[config.mk]
export PLATFORM = sky130hd
export DESIGN_NAME = greedy_word_wrap_flat
export DESIGN_NICKNAME = d
export VERILOG_FILES = /design/src/hdl/gww_pkg.sv /design/src/hdl/gww_in_if.sv /design/src/hdl/gww_out_if.sv /design/src/hdl/gww_cmd_fifo.sv /design/src/hdl/gww_front.sv /design/src/hdl/gww_back.sv /design/src/hdl/greedy_word_wrap.sv /design/src/flat_wrapper.sv
export SDC_FILE = /design/constraint.sdc
export NUM_CORES = 1
export LEC_CHECK = 0
export ABC_CLOCK_PERIOD_IN_PS = 6690
export BUFFER_PORTS_ARGS = -buffer_cell sky130_fd_sc_hd__buf_2
export CELL_PAD_IN_SITES_DETAIL_PLACEMENT = 1
export CELL_PAD_IN_SITES_GLOBAL_PLACEMENT = 1
export CORE_AREA = 2 2 277 170
export CTS_CLUSTER_DIAMETER = 200
export CTS_CLUSTER_SIZE = 16
export DETAILED_ROUTE_END_ITERATION = 8
export DIE_AREA = 0 0 279 172
export HOLD_SLACK_MARGIN = 0.03
export PLACE_DENSITY = 0.78
export SYNTH_ARGS = -nofsm -noshare
export SYNTH_HDL_FRONTEND = slang
export SYNTH_HIERARCHICAL = 1
export SYNTH_SLANG_ARGS = --single-unit
[constraint.sdc]
create_clock -name clk -period 6.69 [get_ports clk]
set_input_delay 0.3345 -clock clk [delete_from_list [all_inputs] [get_ports clk]]
set_output_delay 0.3345 -clock clk [all_outputs]
set_load 0.1 [all_outputs]
[src/hdl/gww_pkg.sv]
// -----------------------------------------------------------------------------
// gww_pkg: shared definitions for the greedy word wrapper
// Character codes, register reset values, the flush sequencer states and the
// completion record passed from the flush engine back to the front end.
// -----------------------------------------------------------------------------
package gww_pkg;

	localparam logic [7:0] CH_SPACE   = 8'd32;
	localparam logic [7:0] CH_NEWLINE = 8'd10;

	localparam logic [7:0] LW_RESET = 8'd40;

	localparam int unsigned COL_W = 9;
	localparam logic [COL_W-1:0] COL_MAX = 9'd511;

	typedef enum logic [1:0] {
		SEQ_IDLE,
		SEQ_NL,
		SEQ_WORD,
		SEQ_DELIM
	} gww_seq_e;

	// Raised by the flush engine when the last read of a word bank has been issued.
	typedef struct packed {
		logic valid;
		logic bank;
	} gww_done_t;

endpackage

[src/hdl/gww_in_if.sv]
// -----------------------------------------------------------------------------
// gww_in_if: text input channel
// Valid/ready channel carrying one text byte per item.
// -----------------------------------------------------------------------------
interface gww_in_if;
	logic       valid;
	logic       ready;
	logic [7:0] text_byte;

	modport source (output valid, output text_byte, input ready);
	modport sink (input valid, input text_byte, output ready);
endinterface

[src/hdl/gww_out_if.sv]
// -----------------------------------------------------------------------------
// gww_out_if: wrapped output channel
// Valid/ready channel carrying one output byte and its end-of-run flag per item.
// -----------------------------------------------------------------------------
interface gww_out_if;
	logic       valid;
	logic       ready;
	logic [7:0] out_byte;
	logic       last_of_run;

	modport source (output valid, output out_byte, output last_of_run, input ready);
	modport sink (input valid, input out_byte, input last_of_run, output ready);
endinterface

[src/hdl/gww_cmd_fifo.sv]
// -----------------------------------------------------------------------------
// gww_cmd_fifo: two-entry flush command queue
// Decouples the front end, which classifies text bytes, from the flush engine.
// -----------------------------------------------------------------------------
module gww_cmd_fifo #(
	parameter int unsigned W = 9
) (
	input  logic         clk,
	input  logic         arst_n,
	input  logic         push,
	input  logic [W-1:0] push_data,
	input  logic         pop,
	output logic [W-1:0] pop_data,
	output logic         full,
	output logic         empty
);
	import gww_pkg::*;

	logic [W-1:0] entry_q [2];
	logic         wr_ptr_q;
	logic         rd_ptr_q;
	logic [1:0]   cnt_q;
	logic         do_push;
	logic         do_pop;

	assign full     = (cnt_q == 2'd2);
	assign empty    = (cnt_q == 2'd0);
	assign do_push  = push && !full;
	assign do_pop   = pop && !empty;
	assign pop_data = entry_q[rd_ptr_q];

	always_ff @(posedge clk) begin
		if (do_push) begin
			entry_q[wr_ptr_q] <= push_data;
		end
	end

	always_ff @(posedge clk or negedge arst_n) begin
		if (!arst_n) begin
			wr_ptr_q <= 1'b0;
			rd_ptr_q <= 1'b0;
			cnt_q    <= 2'd0;
		end else begin
			if (do_push) begin
				wr_ptr_q <= ~wr_ptr_q;
			end
			if (do_pop) begin
				rd_ptr_q <= ~rd_ptr_q;
			end
			case ({do_push, do_pop})
				2'b10:   cnt_q <= cnt_q + 2'd1;
				2'b01:   cnt_q <= cnt_q - 2'd1;
				default: cnt_q <= cnt_q;
			endcase
		end
	end

endmodule

[src/hdl/gww_front.sv]
// -----------------------------------------------------------------------------
// gww_front: byte classifier and line bookkeeping
// Collects word bytes into one of two word banks, decides on a wrap when a
// delimiter arrives and queues a flush command for the flush engine.
// -----------------------------------------------------------------------------
module gww_front #(
	parameter int unsigned WORD_CAP = 32
) (
	input  logic             clk,
	input  logic             arst_n,
	input  logic             line_width_we,
	input  logic [7:0]       line_width_wdata,
	gww_in_if.sink           text,
	output logic             push,
	output logic [$clog2(WORD_CAP+1)+2:0] push_data,
	input  logic             fifo_full,
	output logic             wr_en,
	output logic [((WORD_CAP > 1) ? $clog2(WORD_CAP) : 1):0] wr_addr,
	output logic [7:0]       wr_data,
	input  gww_pkg::gww_done_t done
);
	import gww_pkg::*;

	localparam int unsigned LEN_W = $clog2(WORD_CAP + 1);
	localparam int unsigned IDX_W = (WORD_CAP > 1) ? $clog2(WORD_CAP) : 1;

	logic [7:0]       lw_q;
	logic             bank_q;
	logic [1:0]       busy_q;
	logic [LEN_W-1:0] wlen_q;
	logic [COL_W-1:0] col_q;

	logic             accept;
	logic             is_delim;
	logic             is_nl;
	logic             wrap;
	logic [COL_W:0]   span;
	logic [COL_W:0]   col_sum;
	logic [COL_W-1:0] col_d;

	assign text.ready = !busy_q[bank_q] && !fifo_full;
	assign accept     = text.valid && text.ready;
	assign is_nl      = (text.text_byte == CH_NEWLINE);
	assign is_delim   = is_nl || (text.text_byte == CH_SPACE);

	assign span    = {1'b0, col_q} + (COL_W+1)'(wlen_q);
	assign wrap    = span > {2'b00, lw_q};
	assign col_sum = (wrap ? '0 : {1'b0, col_q}) + (COL_W+1)'(wlen_q) + (COL_W+1)'(1);

	always_comb begin
		if (is_nl) begin
			col_d = '0;
		end else if (col_sum > {1'b0, COL_MAX}) begin
			col_d = COL_MAX;
		end else begin
			col_d = col_sum[COL_W-1:0];
		end
	end

	// Bytes beyond the word capacity are dropped and do not count.
	assign wr_en   = accept && !is_delim && (wlen_q < LEN_W'(WORD_CAP));
	assign wr_addr = {bank_q, wlen_q[IDX_W-1:0]};
	assign wr_data = text.text_byte;

	assign push      = accept && is_delim;
	assign push_data = {wrap, is_nl, bank_q, wlen_q};

	always_ff @(posedge clk or negedge arst_n) begin
		if (!arst_n) begin
			lw_q   <= LW_RESET;
			bank_q <= 1'b0;
			busy_q <= 2'b00;
			wlen_q <= '0;
			col_q  <= '0;
		end else begin
			if (line_width_we) begin
				lw_q <= line_width_wdata;
			end
			if (done.valid) begin
				busy_q[done.bank] <= 1'b0;
			end
			if (wr_en) begin
				wlen_q <= wlen_q + LEN_W'(1);
			end
			if (push) begin
				busy_q[bank_q] <= 1'b1;
				bank_q         <= ~bank_q;
				wlen_q         <= '0;
				col_q          <= col_d;
			end
		end
	end

`ifndef NO_ASSERTIONS
	a_no_write_busy_bank: assert property (@(posedge clk) disable iff (!arst_n)
		wr_en |-> !busy_q[bank_q])
		else $error("word byte written into a bank awaiting flush");
	a_done_on_busy_bank: assert property (@(posedge clk) disable iff (!arst_n)
		done.valid |-> busy_q[done.bank])
		else $error("flush completion for a bank that was not queued");
	a_len_in_range: assert property (@(posedge clk) disable iff (!arst_n)
		wlen_q <= LEN_W'(WORD_CAP))
		else $error("word length beyond capacity");
`endif

endmodule

[src/hdl/gww_back.sv]
// -----------------------------------------------------------------------------
// gww_back: flush engine
// Holds the two word banks, pops flush commands and emits the optional
// newline, the stored word and the delimiter through a two-stage output path.
// -----------------------------------------------------------------------------
module gww_back #(
	parameter int unsigned WORD_CAP = 32
) (
	input  logic             clk,
	input  logic             arst_n,
	input  logic             wr_en,
	input  logic [((WORD_CAP > 1) ? $clog2(WORD_CAP) : 1):0] wr_addr,
	input  logic [7:0]       wr_data,
	input  logic [$clog2(WORD_CAP+1)+2:0] cmd_data,
	input  logic             cmd_empty,
	output logic             cmd_pop,
	output gww_pkg::gww_done_t done,
	gww_out_if.source        wrapped
);
	import gww_pkg::*;

	localparam int unsigned LEN_W = $clog2(WORD_CAP + 1);
	localparam int unsigned IDX_W = (WORD_CAP > 1) ? $clog2(WORD_CAP) : 1;
	localparam int unsigned MEM_D = 2 ** (IDX_W + 1);

	logic [7:0] mem [MEM_D];

	gww_seq_e         state_q;
	gww_seq_e         state_d;
	logic [LEN_W-1:0] cmd_len_q;
	logic             cmd_bank_q;
	logic             cmd_nl_q;
	logic [IDX_W-1:0] idx_q;
	logic [IDX_W-1:0] idx_d;

	logic             adv;
	logic             req_valid;
	logic             req_mem;
	logic [7:0]       req_byte;
	logic             req_last;

	logic             s1_valid_q;
	logic             s1_mem_q;
	logic [7:0]       s1_byte_q;
	logic             s1_last_q;
	logic [7:0]       rd_q;

	logic             s2_valid_q;
	logic [7:0]       s2_byte_q;
	logic             s2_last_q;

	logic             c_wrap;
	logic             c_nl;
	logic             c_bank;
	logic [LEN_W-1:0] c_len;

	assign {c_wrap, c_nl, c_bank, c_len} = cmd_data;

	// Both stages move together whenever the output register is free or taken.
	assign adv = !s2_valid_q || wrapped.ready;

	always_comb begin
		state_d    = state_q;
		idx_d      = idx_q;
		cmd_pop    = 1'b0;
		req_valid  = 1'b0;
		req_mem    = 1'b0;
		req_byte   = CH_NEWLINE;
		req_last   = 1'b0;
		done.valid = 1'b0;
		done.bank  = cmd_bank_q;
		case (state_q)
			SEQ_IDLE: begin
				if (!cmd_empty) begin
					cmd_pop = 1'b1;
					idx_d   = '0;
					if (c_wrap) begin
						state_d = SEQ_NL;
					end else if (c_len != '0) begin
						state_d = SEQ_WORD;
					end else begin
						state_d = SEQ_DELIM;
					end
				end
			end
			SEQ_NL: begin
				if (adv) begin
					req_valid = 1'b1;
					state_d   = (cmd_len_q != '0) ? SEQ_WORD : SEQ_DELIM;
				end
			end
			SEQ_WORD: begin
				if (adv) begin
					req_valid = 1'b1;
					req_mem   = 1'b1;
					idx_d     = idx_q + IDX_W'(1);
					if (LEN_W'(idx_q) + LEN_W'(1) == cmd_len_q) begin
						state_d = SEQ_DELIM;
					end
				end
			end
			SEQ_DELIM: begin
				if (adv) begin
					req_valid  = 1'b1;
					req_byte   = cmd_nl_q ? CH_NEWLINE : CH_SPACE;
					req_last   = 1'b1;
					done.valid = 1'b1;
					state_d    = SEQ_IDLE;
				end
			end
			default: begin
				state_d = SEQ_IDLE;
			end
		endcase
	end

	always_ff @(posedge clk or negedge arst_n) begin
		if (!arst_n) begin
			state_q <= SEQ_IDLE;
		end else begin
			state_q <= state_d;
		end
	end

	always_ff @(posedge clk) begin
		idx_q <= idx_d;
		if (cmd_pop) begin
			cmd_len_q  <= c_len;
			cmd_bank_q <= c_bank;
			cmd_nl_q   <= c_nl;
		end
	end

	always_ff @(posedge clk) begin
		if (wr_en) begin
			mem[wr_addr] <= wr_data;
		end
		if (adv && req_mem) begin
			rd_q <= mem[{cmd_bank_q, idx_q}];
		end
	end

	always_ff @(posedge clk or negedge arst_n) begin
		if (!arst_n) begin
			s1_valid_q <= 1'b0;
			s2_valid_q <= 1'b0;
		end else if (adv) begin
			s1_valid_q <= req_valid;
			s2_valid_q <= s1_valid_q;
		end
	end

	always_ff @(posedge clk) begin
		if (adv) begin
			s1_mem_q  <= req_mem;
			s1_byte_q <= req_byte;
			s1_last_q <= req_last;
			s2_byte_q <= s1_mem_q ? rd_q : s1_byte_q;
			s2_last_q <= s1_last_q;
		end
	end

	assign wrapped.valid       = s2_valid_q;
	assign wrapped.out_byte    = s2_byte_q;
	assign wrapped.last_of_run = s2_last_q;

`ifndef NO_ASSERTIONS
	a_read_within_word: assert property (@(posedge clk) disable iff (!arst_n)
		state_q == SEQ_WORD |-> LEN_W'(idx_q) < cmd_len_q)
		else $error("word read beyond stored length");
	a_last_is_delim: assert property (@(posedge clk) disable iff (!arst_n)
		s2_valid_q && s2_last_q |-> s2_byte_q == CH_SPACE || s2_byte_q == CH_NEWLINE)
		else $error("end of run on a byte that is not a delimiter");
	a_pop_when_idle: assert property (@(posedge clk) disable iff (!arst_n)
		cmd_pop |=> state_q != SEQ_IDLE)
		else $error("flush command popped without starting a flush");
`endif

endmodule

[src/hdl/greedy_word_wrap.sv]
// -----------------------------------------------------------------------------
// greedy_word_wrap: greedy word wrapping of a byte stream
// Words are gathered into one of two banks; each space or newline queues a
// flush that emits an optional wrap newline, the word and the delimiter.
//
//   channel   dir  handshake    payload
//   text      in   valid/ready  text_byte[7:0]
//   wrapped   out  valid/ready  out_byte[7:0], last_of_run
//   config    in   write only   line_width_wdata[7:0] when line_width_we
//
// A delimiter queues a flush of N+1 or N+2 items for a word of N bytes; the
// flush engine emits one item a cycle while the output is not stalled, and
// fetches each command from the queue before it starts that flush.
// The input stalls only while both word banks await their flush.
// Reset is asynchronous and clears all control state; no clearing pass.
// -----------------------------------------------------------------------------
module greedy_word_wrap #(
	parameter int unsigned WORD_CAP = 32
) (
	input  logic       clk,
	input  logic       arst_n,
	input  logic       line_width_we,
	input  logic [7:0] line_width_wdata,
	gww_in_if.sink     text,
	gww_out_if.source  wrapped
);
	import gww_pkg::*;

	localparam int unsigned LEN_W = $clog2(WORD_CAP + 1);
	localparam int unsigned IDX_W = (WORD_CAP > 1) ? $clog2(WORD_CAP) : 1;
	localparam int unsigned CMD_W = LEN_W + 3;

	logic             push;
	logic [CMD_W-1:0] push_data;
	logic             pop;
	logic [CMD_W-1:0] pop_data;
	logic             fifo_full;
	logic             fifo_empty;
	logic             wr_en;
	logic [IDX_W:0]   wr_addr;
	logic [7:0]       wr_data;
	gww_done_t        done;

	gww_front #(
		.WORD_CAP (WORD_CAP)
	) u_front (
		.clk              (clk),
		.arst_n           (arst_n),
		.line_width_we    (line_width_we),
		.line_width_wdata (line_width_wdata),
		.text             (text),
		.push             (push),
		.push_data        (push_data),
		.fifo_full        (fifo_full),
		.wr_en            (wr_en),
		.wr_addr          (wr_addr),
		.wr_data          (wr_data),
		.done             (done)
	);

	gww_cmd_fifo #(
		.W (CMD_W)
	) u_cmd_fifo (
		.clk       (clk),
		.arst_n    (arst_n),
		.push      (push),
		.push_data (push_data),
		.pop       (pop),
		.pop_data  (pop_data),
		.full      (fifo_full),
		.empty     (fifo_empty)
	);

	gww_back #(
		.WORD_CAP (WORD_CAP)
	) u_back (
		.clk       (clk),
		.arst_n    (arst_n),
		.wr_en     (wr_en),
		.wr_addr   (wr_addr),
		.wr_data   (wr_data),
		.cmd_data  (pop_data),
		.cmd_empty (fifo_empty),
		.cmd_pop   (pop),
		.done      (done),
		.wrapped   (wrapped)
	);

endmodule
[src/flat_wrapper.sv]
// flat-port wrapper written by rule: the top's interface ports become plain ports
module greedy_word_wrap_flat import gww_pkg::*;
#(
	parameter int unsigned WORD_CAP = 32
)
  (clk, arst_n, line_width_we, line_width_wdata, text_valid, text_text_byte, text_ready, wrapped_valid, wrapped_out_byte, wrapped_last_of_run, wrapped_ready);
  gww_in_if text_i ();
  gww_out_if wrapped_i ();
  input  logic clk;
  input  logic arst_n;
  input  logic line_width_we;
  input  logic [7:0] line_width_wdata;
  input wire logic [$bits(text_i.valid)-1:0] text_valid;
  input wire logic [$bits(text_i.text_byte)-1:0] text_text_byte;
  output wire logic [$bits(text_i.ready)-1:0] text_ready;
  output wire logic [$bits(wrapped_i.valid)-1:0] wrapped_valid;
  output wire logic [$bits(wrapped_i.out_byte)-1:0] wrapped_out_byte;
  output wire logic [$bits(wrapped_i.last_of_run)-1:0] wrapped_last_of_run;
  input wire logic [$bits(wrapped_i.ready)-1:0] wrapped_ready;
  assign text_i.valid = text_valid;
  assign text_i.text_byte = text_text_byte;
  assign text_ready = text_i.ready;
  assign wrapped_valid = wrapped_i.valid;
  assign wrapped_out_byte = wrapped_i.out_byte;
  assign wrapped_last_of_run = wrapped_i.last_of_run;
  assign wrapped_i.ready = wrapped_ready;
  greedy_word_wrap #(.WORD_CAP(WORD_CAP)) u_core (.clk(clk), .arst_n(arst_n), .line_width_we(line_width_we), .line_width_wdata(line_width_wdata), .text(text_i), .wrapped(wrapped_i));
endmodule
## After elaboration in Yosys (flattened, before gate mapping)

Memories as Yosys holds them, arrays and structs flattened. A register that Yosys moved wholly into a read port is not among the register bits.
Cells that the tools add are included.
Widths: inputs -> output; s select.

| cells by class | value |
|---|---|
| add/sub/neg operators | 8 |
| $mul | 0 |
| div/mod/pow operators | 0 |
| $lt $le $gt $ge | 7 |
| equality and inequality tests | 14 |
| shift operators | 0 |
| muxes and demuxes | 39 |
| bitwise logic cells | 6 |
| reductions and logical operators | 27 |

Operator list:

| operator | count |
|---|---|
| $mux 9 | 3 |
| $add 9x6->10 | 2 |
| $mux 6 | 3 |
| $mux 1 | 17 |
| $mux 2 | 8 |
| $reduce_bool 6->1 | 2 |
| $add 10x1->10 const B | 1 |
| $gt 10x8->1 | 1 |
| $gt 10x9->1 const B | 1 |
| $logic_and 1x1->1 | 10 |
| $mux 5 | 2 |
| $ne 2x2->1 const B | 5 |
| $pmux 5 s2 | 1 |
| $eq 2x2->1 const B | 4 |
| $eq 8x4->1 const B | 1 |
| $eq 8x6->1 const B | 1 |
| $mux 8 | 1 |
| $pmux 2 s4 | 1 |
| $add 5x1->6 const B | 1 |
| $add 6x1->6 const B | 1 |
| $eq 6x6->1 | 1 |
| $lt 6x6->1 const B | 1 |
| $reduce_bool 2->1 | 3 |
| $add 5x1->5 const B | 1 |
| 17 further kinds | 29 |

| word-level totals | value |
|---|---|
| register bits | 66 |
| bits in latches | 0 |
| RAM bits | 530 |
| ROM bits | 0 |
| input bits | 21 |
| output and inout port bits | 11 |
| word-level logic and storage cells | 123 |
| memories kept | 2 |

Memories:

| name | words | width | rd ports | clocked after memory_dff | write ports | line | RTL |
|---|---|---|---|---|---|---|---|
| u_core.u_back.mem | 64 | 8 | 1 | 1 | 1 | gww_back.sv:26 | `logic [7:0] mem [MEM_D];` |
| u_core.u_cmd_fifo.entry_q | 2 | 9 | 1 | 0 | 1 | gww_cmd_fifo.sv:19 | `logic [W-1:0] entry_q [2];` |

## Logic depth before layout (Yosys ltp)

| depth | value |
|---|---|
| depth after elaboration | 9 |
| depth in mapped cells | 20 |
| depth with buffers taken out | 20 |

## Hierarchy

Netlist, hierarchy kept.

Modules (own cells, without submodules):

| module | instances | cells each | area each (um2) |
|---|---|---|---|
| gww_back | 1 | 1091 | 21634.5 |
| gww_front | 1 | 245 | 2238.4 |
| gww_cmd_fifo | 1 | 46 | 843.3 |

## Worst setup path before layout

No wires, ideal clock.

| timing | value |
|---|---|
| path kind | register to register |
| start point | register u_core.u_front.wlen_q[0] |
| end point | register u_core.u_front.col_q[6] |
| setup time | 0.134 ns |
| data arrival time | 4.669 ns |
| data required time | 6.556 ns |
| setup slack | 1.886 ns |
| stages on the path, launching flop included | 20 |
| clock period less this slack | 4.804 ns |
| path through | dfrtp_1 -> ha_1 -> fa_1 -> a211oi_1 -> o21bai_1 -> a21oi_1 -> xnor2_1 -> ha_1 -> and3_1 -> a31o_2 -> a31oi_1 -> a211oi_4 -> and2_1 -> ha_1 -> nor2b_1 -> o31a_1 -> o41ai_2 -> nor4_4 -> nor4bb_1 -> a211oi_2 |

| between the ends | value |
|---|---|
| cells in the longest elaborated chain, start to end | 8 |

RTL lines:

| element | line | RTL |
|---|---|---|
| start: declaration | gww_front.sv:30 | `logic [LEN_W-1:0] wlen_q;` |
| start signal: assignment | gww_front.sv:83 | `wlen_q <= wlen_q + LEN_W'(1);` |
| $add 9x6->10 | gww_front.sv:46 | `assign span = {1'b0, col_q} + (COL_W+1)'(wlen_q);` |
| $gt 10x8->1 | gww_front.sv:47 | `assign wrap = span > {2'b00, lw_q};` |
| $mux 9 | gww_front.sv:48 | `assign col_sum = (wrap ? '0 : {1'b0, col_q}) + (COL_W+1)'(wlen_q) + (COL_W+1)'(1);` |
| $add 9x6->10 (*) | gww_front.sv:48 |  |
| $add 10x1->10 (*) | gww_front.sv:48 |  |
| $gt 10x9->1 | gww_front.sv:53 | `end else if (col_sum > {1'b0, COL_MAX}) begin` |
| $mux 9 (*) | gww_front.sv:53 |  |
| $mux 9 (*) | gww_front.sv:51 | `if (is_nl) begin` |
| end signal: assignment | gww_front.sv:89 | `col_q <= col_d;` |
| end: declaration | gww_front.sv:31 | `logic [COL_W-1:0] col_q;` |

Mark *: on every way between the ends. The rest lies on a longest branch, timed or not.
A chain may end at the register's enable or synchronous reset.

## Worst setup path after layout

Same ends and word-level chain as after synthesis.

==> qor.csv <==
stage,metric,value,unit
logic_synthesis,Synth cell types,77,
power_and_ir_drop,Leakage,8.55,nW
clock_network,clk sinks,598,
logic_synthesis,top cell type's share of synthesized area,68.5,%
global_route,total track usage,26.1,%
worst_setup_path,CP endpoint,u_core/u_front/col_q[6]$_DFFE_PN0P_,
logic_synthesis,most common cell in the netlist,edfxtp_1,
logic_synthesis,Post-Synthesis Cells,1382,
drt,final WL,60600,µm
global_route,initial antenna violation count,0,
floorplan,Ports,32,
floorplan,DIE AREA,48000,µm²
logic_synthesis,Synth area leaders,"edfxtp_1 69%, mux4_2 9.5%, dfrtp_1 3.2%, mux2_2 3.0%, nor2_1 1.5%",
clock_network,clk slew on worst S/H paths,0.08,ns
floorplan,initial core utilization,54.2,%
logic_synthesis,post-synthesis sequential area ratio,72.0,%
drt,Iter 0 DRT Violations,1433,
global_route,largest net degree at the start of global routing,84,
timing,Worst Clk Skew,0.0276,ns
clock_network,Clock Latency Late Sink,0.58,ns
floorplan,core area,45600,µm²
finish,multi-input logic area,6370,µm²
timing,slew at the pin closest to its max-slew limit,1.02,ns
finish,Sequential Area,17800,µm²
placed_design,DP Worst Slack,0.952,ns
clock_network,CTS Buf Count,43,
logic_synthesis,"Top FF cell, synth",edfxtp_1,
hold_path,min-delay worst type,primary input to flip-flop,
timing,Hold Fails Final Rpt,0,
worst_setup_path,Setup crit end kind,flip-flop,
placed_design,port buffer count,31,
floorplan,row count,61,
timing,Final Max Slew Viols,0,
logic_synthesis,ys async rst share,5.69,%
worst_setup_path,Reg2Reg Launch Point,u_core/u_front/wlen_q[0]$_DFFE_PN0P_,
clock_network,cts repair resizes,0,
clock_network,root buf cell,clkbuf_16,
timing,final setup violation count,0,
timing,final worst-path cycle share,86.9,%
worst_setup_path,reg2reg setup slack,0.88,ns
finish,antenna cells,0,
logic_synthesis,Post-synth EDFFs,564,
timing,FMAX,172,MHz
timing,setup TNS,0,ns
worst_setup_path,CP arrival,6.26,ns
drt,vias per cell,6.47,
flow_run,max-cap violation count,0,
clock_network,H-tree depth,2,
power_and_ir_drop,VDD IR max,0.244,mV
logic_synthesis,average cell area after synthesis,17.9,µm²
worst_setup_path,crit path kind,flip-flop to flip-flop,
finish,fill count,3957,
global_route,first-pass GRT wire length,90800,µm
floorplan,die height,172,µm
logic_synthesis,syn nets,1432,
worst_setup_path,Worst Path Required,7.14,ns
timing,RSZ-0062 raised after global routing,false,
worst_setup_path,worst-case reg-to-reg path depth,19,
finish,Layout area overhead,7.56,%
placed_design,placed cells,1947,
drt,vias after detailed routing,13100,
logic_synthesis,"top cells by count, synth","564 x edfxtp_1, 104 x mux4_2, 97 x nor2_1",
worst_setup_path,CP Launch Type,flip-flop,
global_route,vias in the first global route,13300,
global_route,remaining global-route overflow,0,
logic_synthesis,synthesized flop and latch total,598,
placed_design,detailed placement HPWL,38000,µm
logic_synthesis,Syn. warnings,6,
power_and_ir_drop,Final Power,10.4,mW
timing,max-slew headroom at the worst pin,31.8,%
drt,Detail Route Antenna Nets,0,
clock_network,CTS tree,built,
logic_synthesis,synthesized area,24700,µm²
drt,Pre-Repair DR Iteration Count,7,
worst_setup_path,Worst R2R End,u_core/u_front/col_q[6]$_DFFE_PN0P_,
drt,wire per inst,30.0,µm
logic_synthesis,post-synth top area cell,edfxtp_1,
worst_setup_path,CP Max Fanout,14,
run_status,run status,finished clean,
floorplan,Die Wd,279,µm
timing,Tmin final,5.81,ns
finish,final net count,1451,
power_and_ir_drop,Power Dens Cells,392,nW/µm²
timing,setup ws final,0.877,ns
drt,drc violations,0,
finish,layout cell share with drive strength beyond 1,20.3,%
clock_network,clk buf depth,3,
placed_design,RePlAce Congestion,0.798,
finish,final std cells w/o fill,2018,
worst_setup_path,CP Launch Point,u_core/u_front/wlen_q[0]$_DFFE_PN0P_,
hold_path,Worst Hold Launch,line_width_wdata[0],
## layer usage
| layer | vias to the layer above | share of wire, % | global-route usage, % |
|---|---|---|---|
| met4 | 0 | 1.8 | 5.49 |
| li1 | 5488 | - | - |
| met5 | - | 0 | 0 |
| met2 | 520 | 45 | 39.3 |
| met3 | 82 | 8.2 | 5.65 |
| met1 | 6975 | 45 | 39.7 |
## flip-flops by register name (all words and copies together) (netlist names), 6 cells and up
register and count:
u_core/u_cmd_fifo/entry_q 18, u_core/u_front/wlen_q 6, u_core/u_back/cmd_len_q 6, u_core/u_back/mem 512
u_core/u_back/wrapped.out_byte 8, u_core/u_front/col_q 9, u_core/u_front/lw_q 8, u_core/u_back/rd_q 8
## cells in the final DEF, fill, tap and decap left out, types with 18 or more instances in the layout
cell type,n
nand2_1,47
clkbuf_16,44
a211oi_1,21
nor2_1,97
dfrtp_1,32
o22ai_1,31
o21ai_1,18
o21ai_0,30
inv_1,23
nor2b_1,22
mux2_2,65
mux4_2,104
edfxtp_1,564
buf_4,18
ha_1,27
buf_2,31
nor3_1,23
## layout make-up
type	instances	share of cell area, %
flip-flops and latches	598	66.9
multi-input cells	677	24.0
clock buffers	61	4.38
well taps	598	2.81
repair buffers	57	1.43
inverters	24	0.344
clock inverters	3	0.136
## critical path, cell delays in order, from the launching register on
cell	delay, ns
dfrtp_1	0.55
ha_1	0.35
fa_1	0.45
a211oi_1	0.47
o21bai_1	0.15
a21oi_1	0.20
xnor2_1	0.15
ha_1	0.27
and3_1	0.18
a31o_2	0.23
a31oi_1	0.48
a211oi_4	0.17
and2_1	0.22
ha_1	0.27
nor2b_1	0.14
o31a_1	0.29
o41ai_2	0.52
nor4_4	0.15
nor4bb_1	0.38
a211oi_2	0.06
## metrics by stage
step,cell area (µm²),hold WS (ns),util [%]
global route,26600,0.0493,58.3
detailed placement,25300,0.409,55.6
CTS,26600,0.0346,58.3
global placement,25300,0.407,55.6
finish,26600,0.0522,58.3
floorplan,24700,0.0389,-
## logic make-up after synthesis
logic type / synth area share [%]
multiplexers: 12.8
flip-flops: 72.0
XOR/XNOR: 0.906
adder cells (fa/ha/maj): 1.53
buffers and inverters: 2.24
AND/OR/NAND/NOR: 5.49
AO/OA/AOI/OAI: 5.02
## power by group
| part | internal, mW | switching, mW | leakage, nW |
|---|---|---|---|
| registers | 4.37 | 0.223 | 5.52 |
| clock network | 1.21 | 1.22 | 0.580 |
| logic | 1.30 | 2.09 | 2.45 |
| total | 6.89 | 3.54 | 8.55 |
## repair_timing
item	4_1_cts	5_1_grt
buffers inserted	0	0
endpoints found under the hold margin	38	0
hold buffers	7	0
## worst min-delay path by stage
stage                                                       end  slack, ns  cells after the start
floorplan                  u_core/u_back/s1_valid_q$_DFFE_PN0N_       0.04                      0
global placement    u_core/u_back/wrapped.last_of_run$_DFFE_PN_       0.41                      0
detailed placement  u_core/u_back/wrapped.last_of_run$_DFFE_PN_       0.41                      0
CTS                          u_core/u_front/lw_q[2]$_DFFE_PN0P_       0.03                      3
global route                 u_core/u_front/lw_q[0]$_DFFE_PN0P_       0.05                      2
finish                       u_core/u_front/lw_q[0]$_DFFE_PN0P_       0.05                      2
Note: power is estimated with default switching activity, not from simulation.
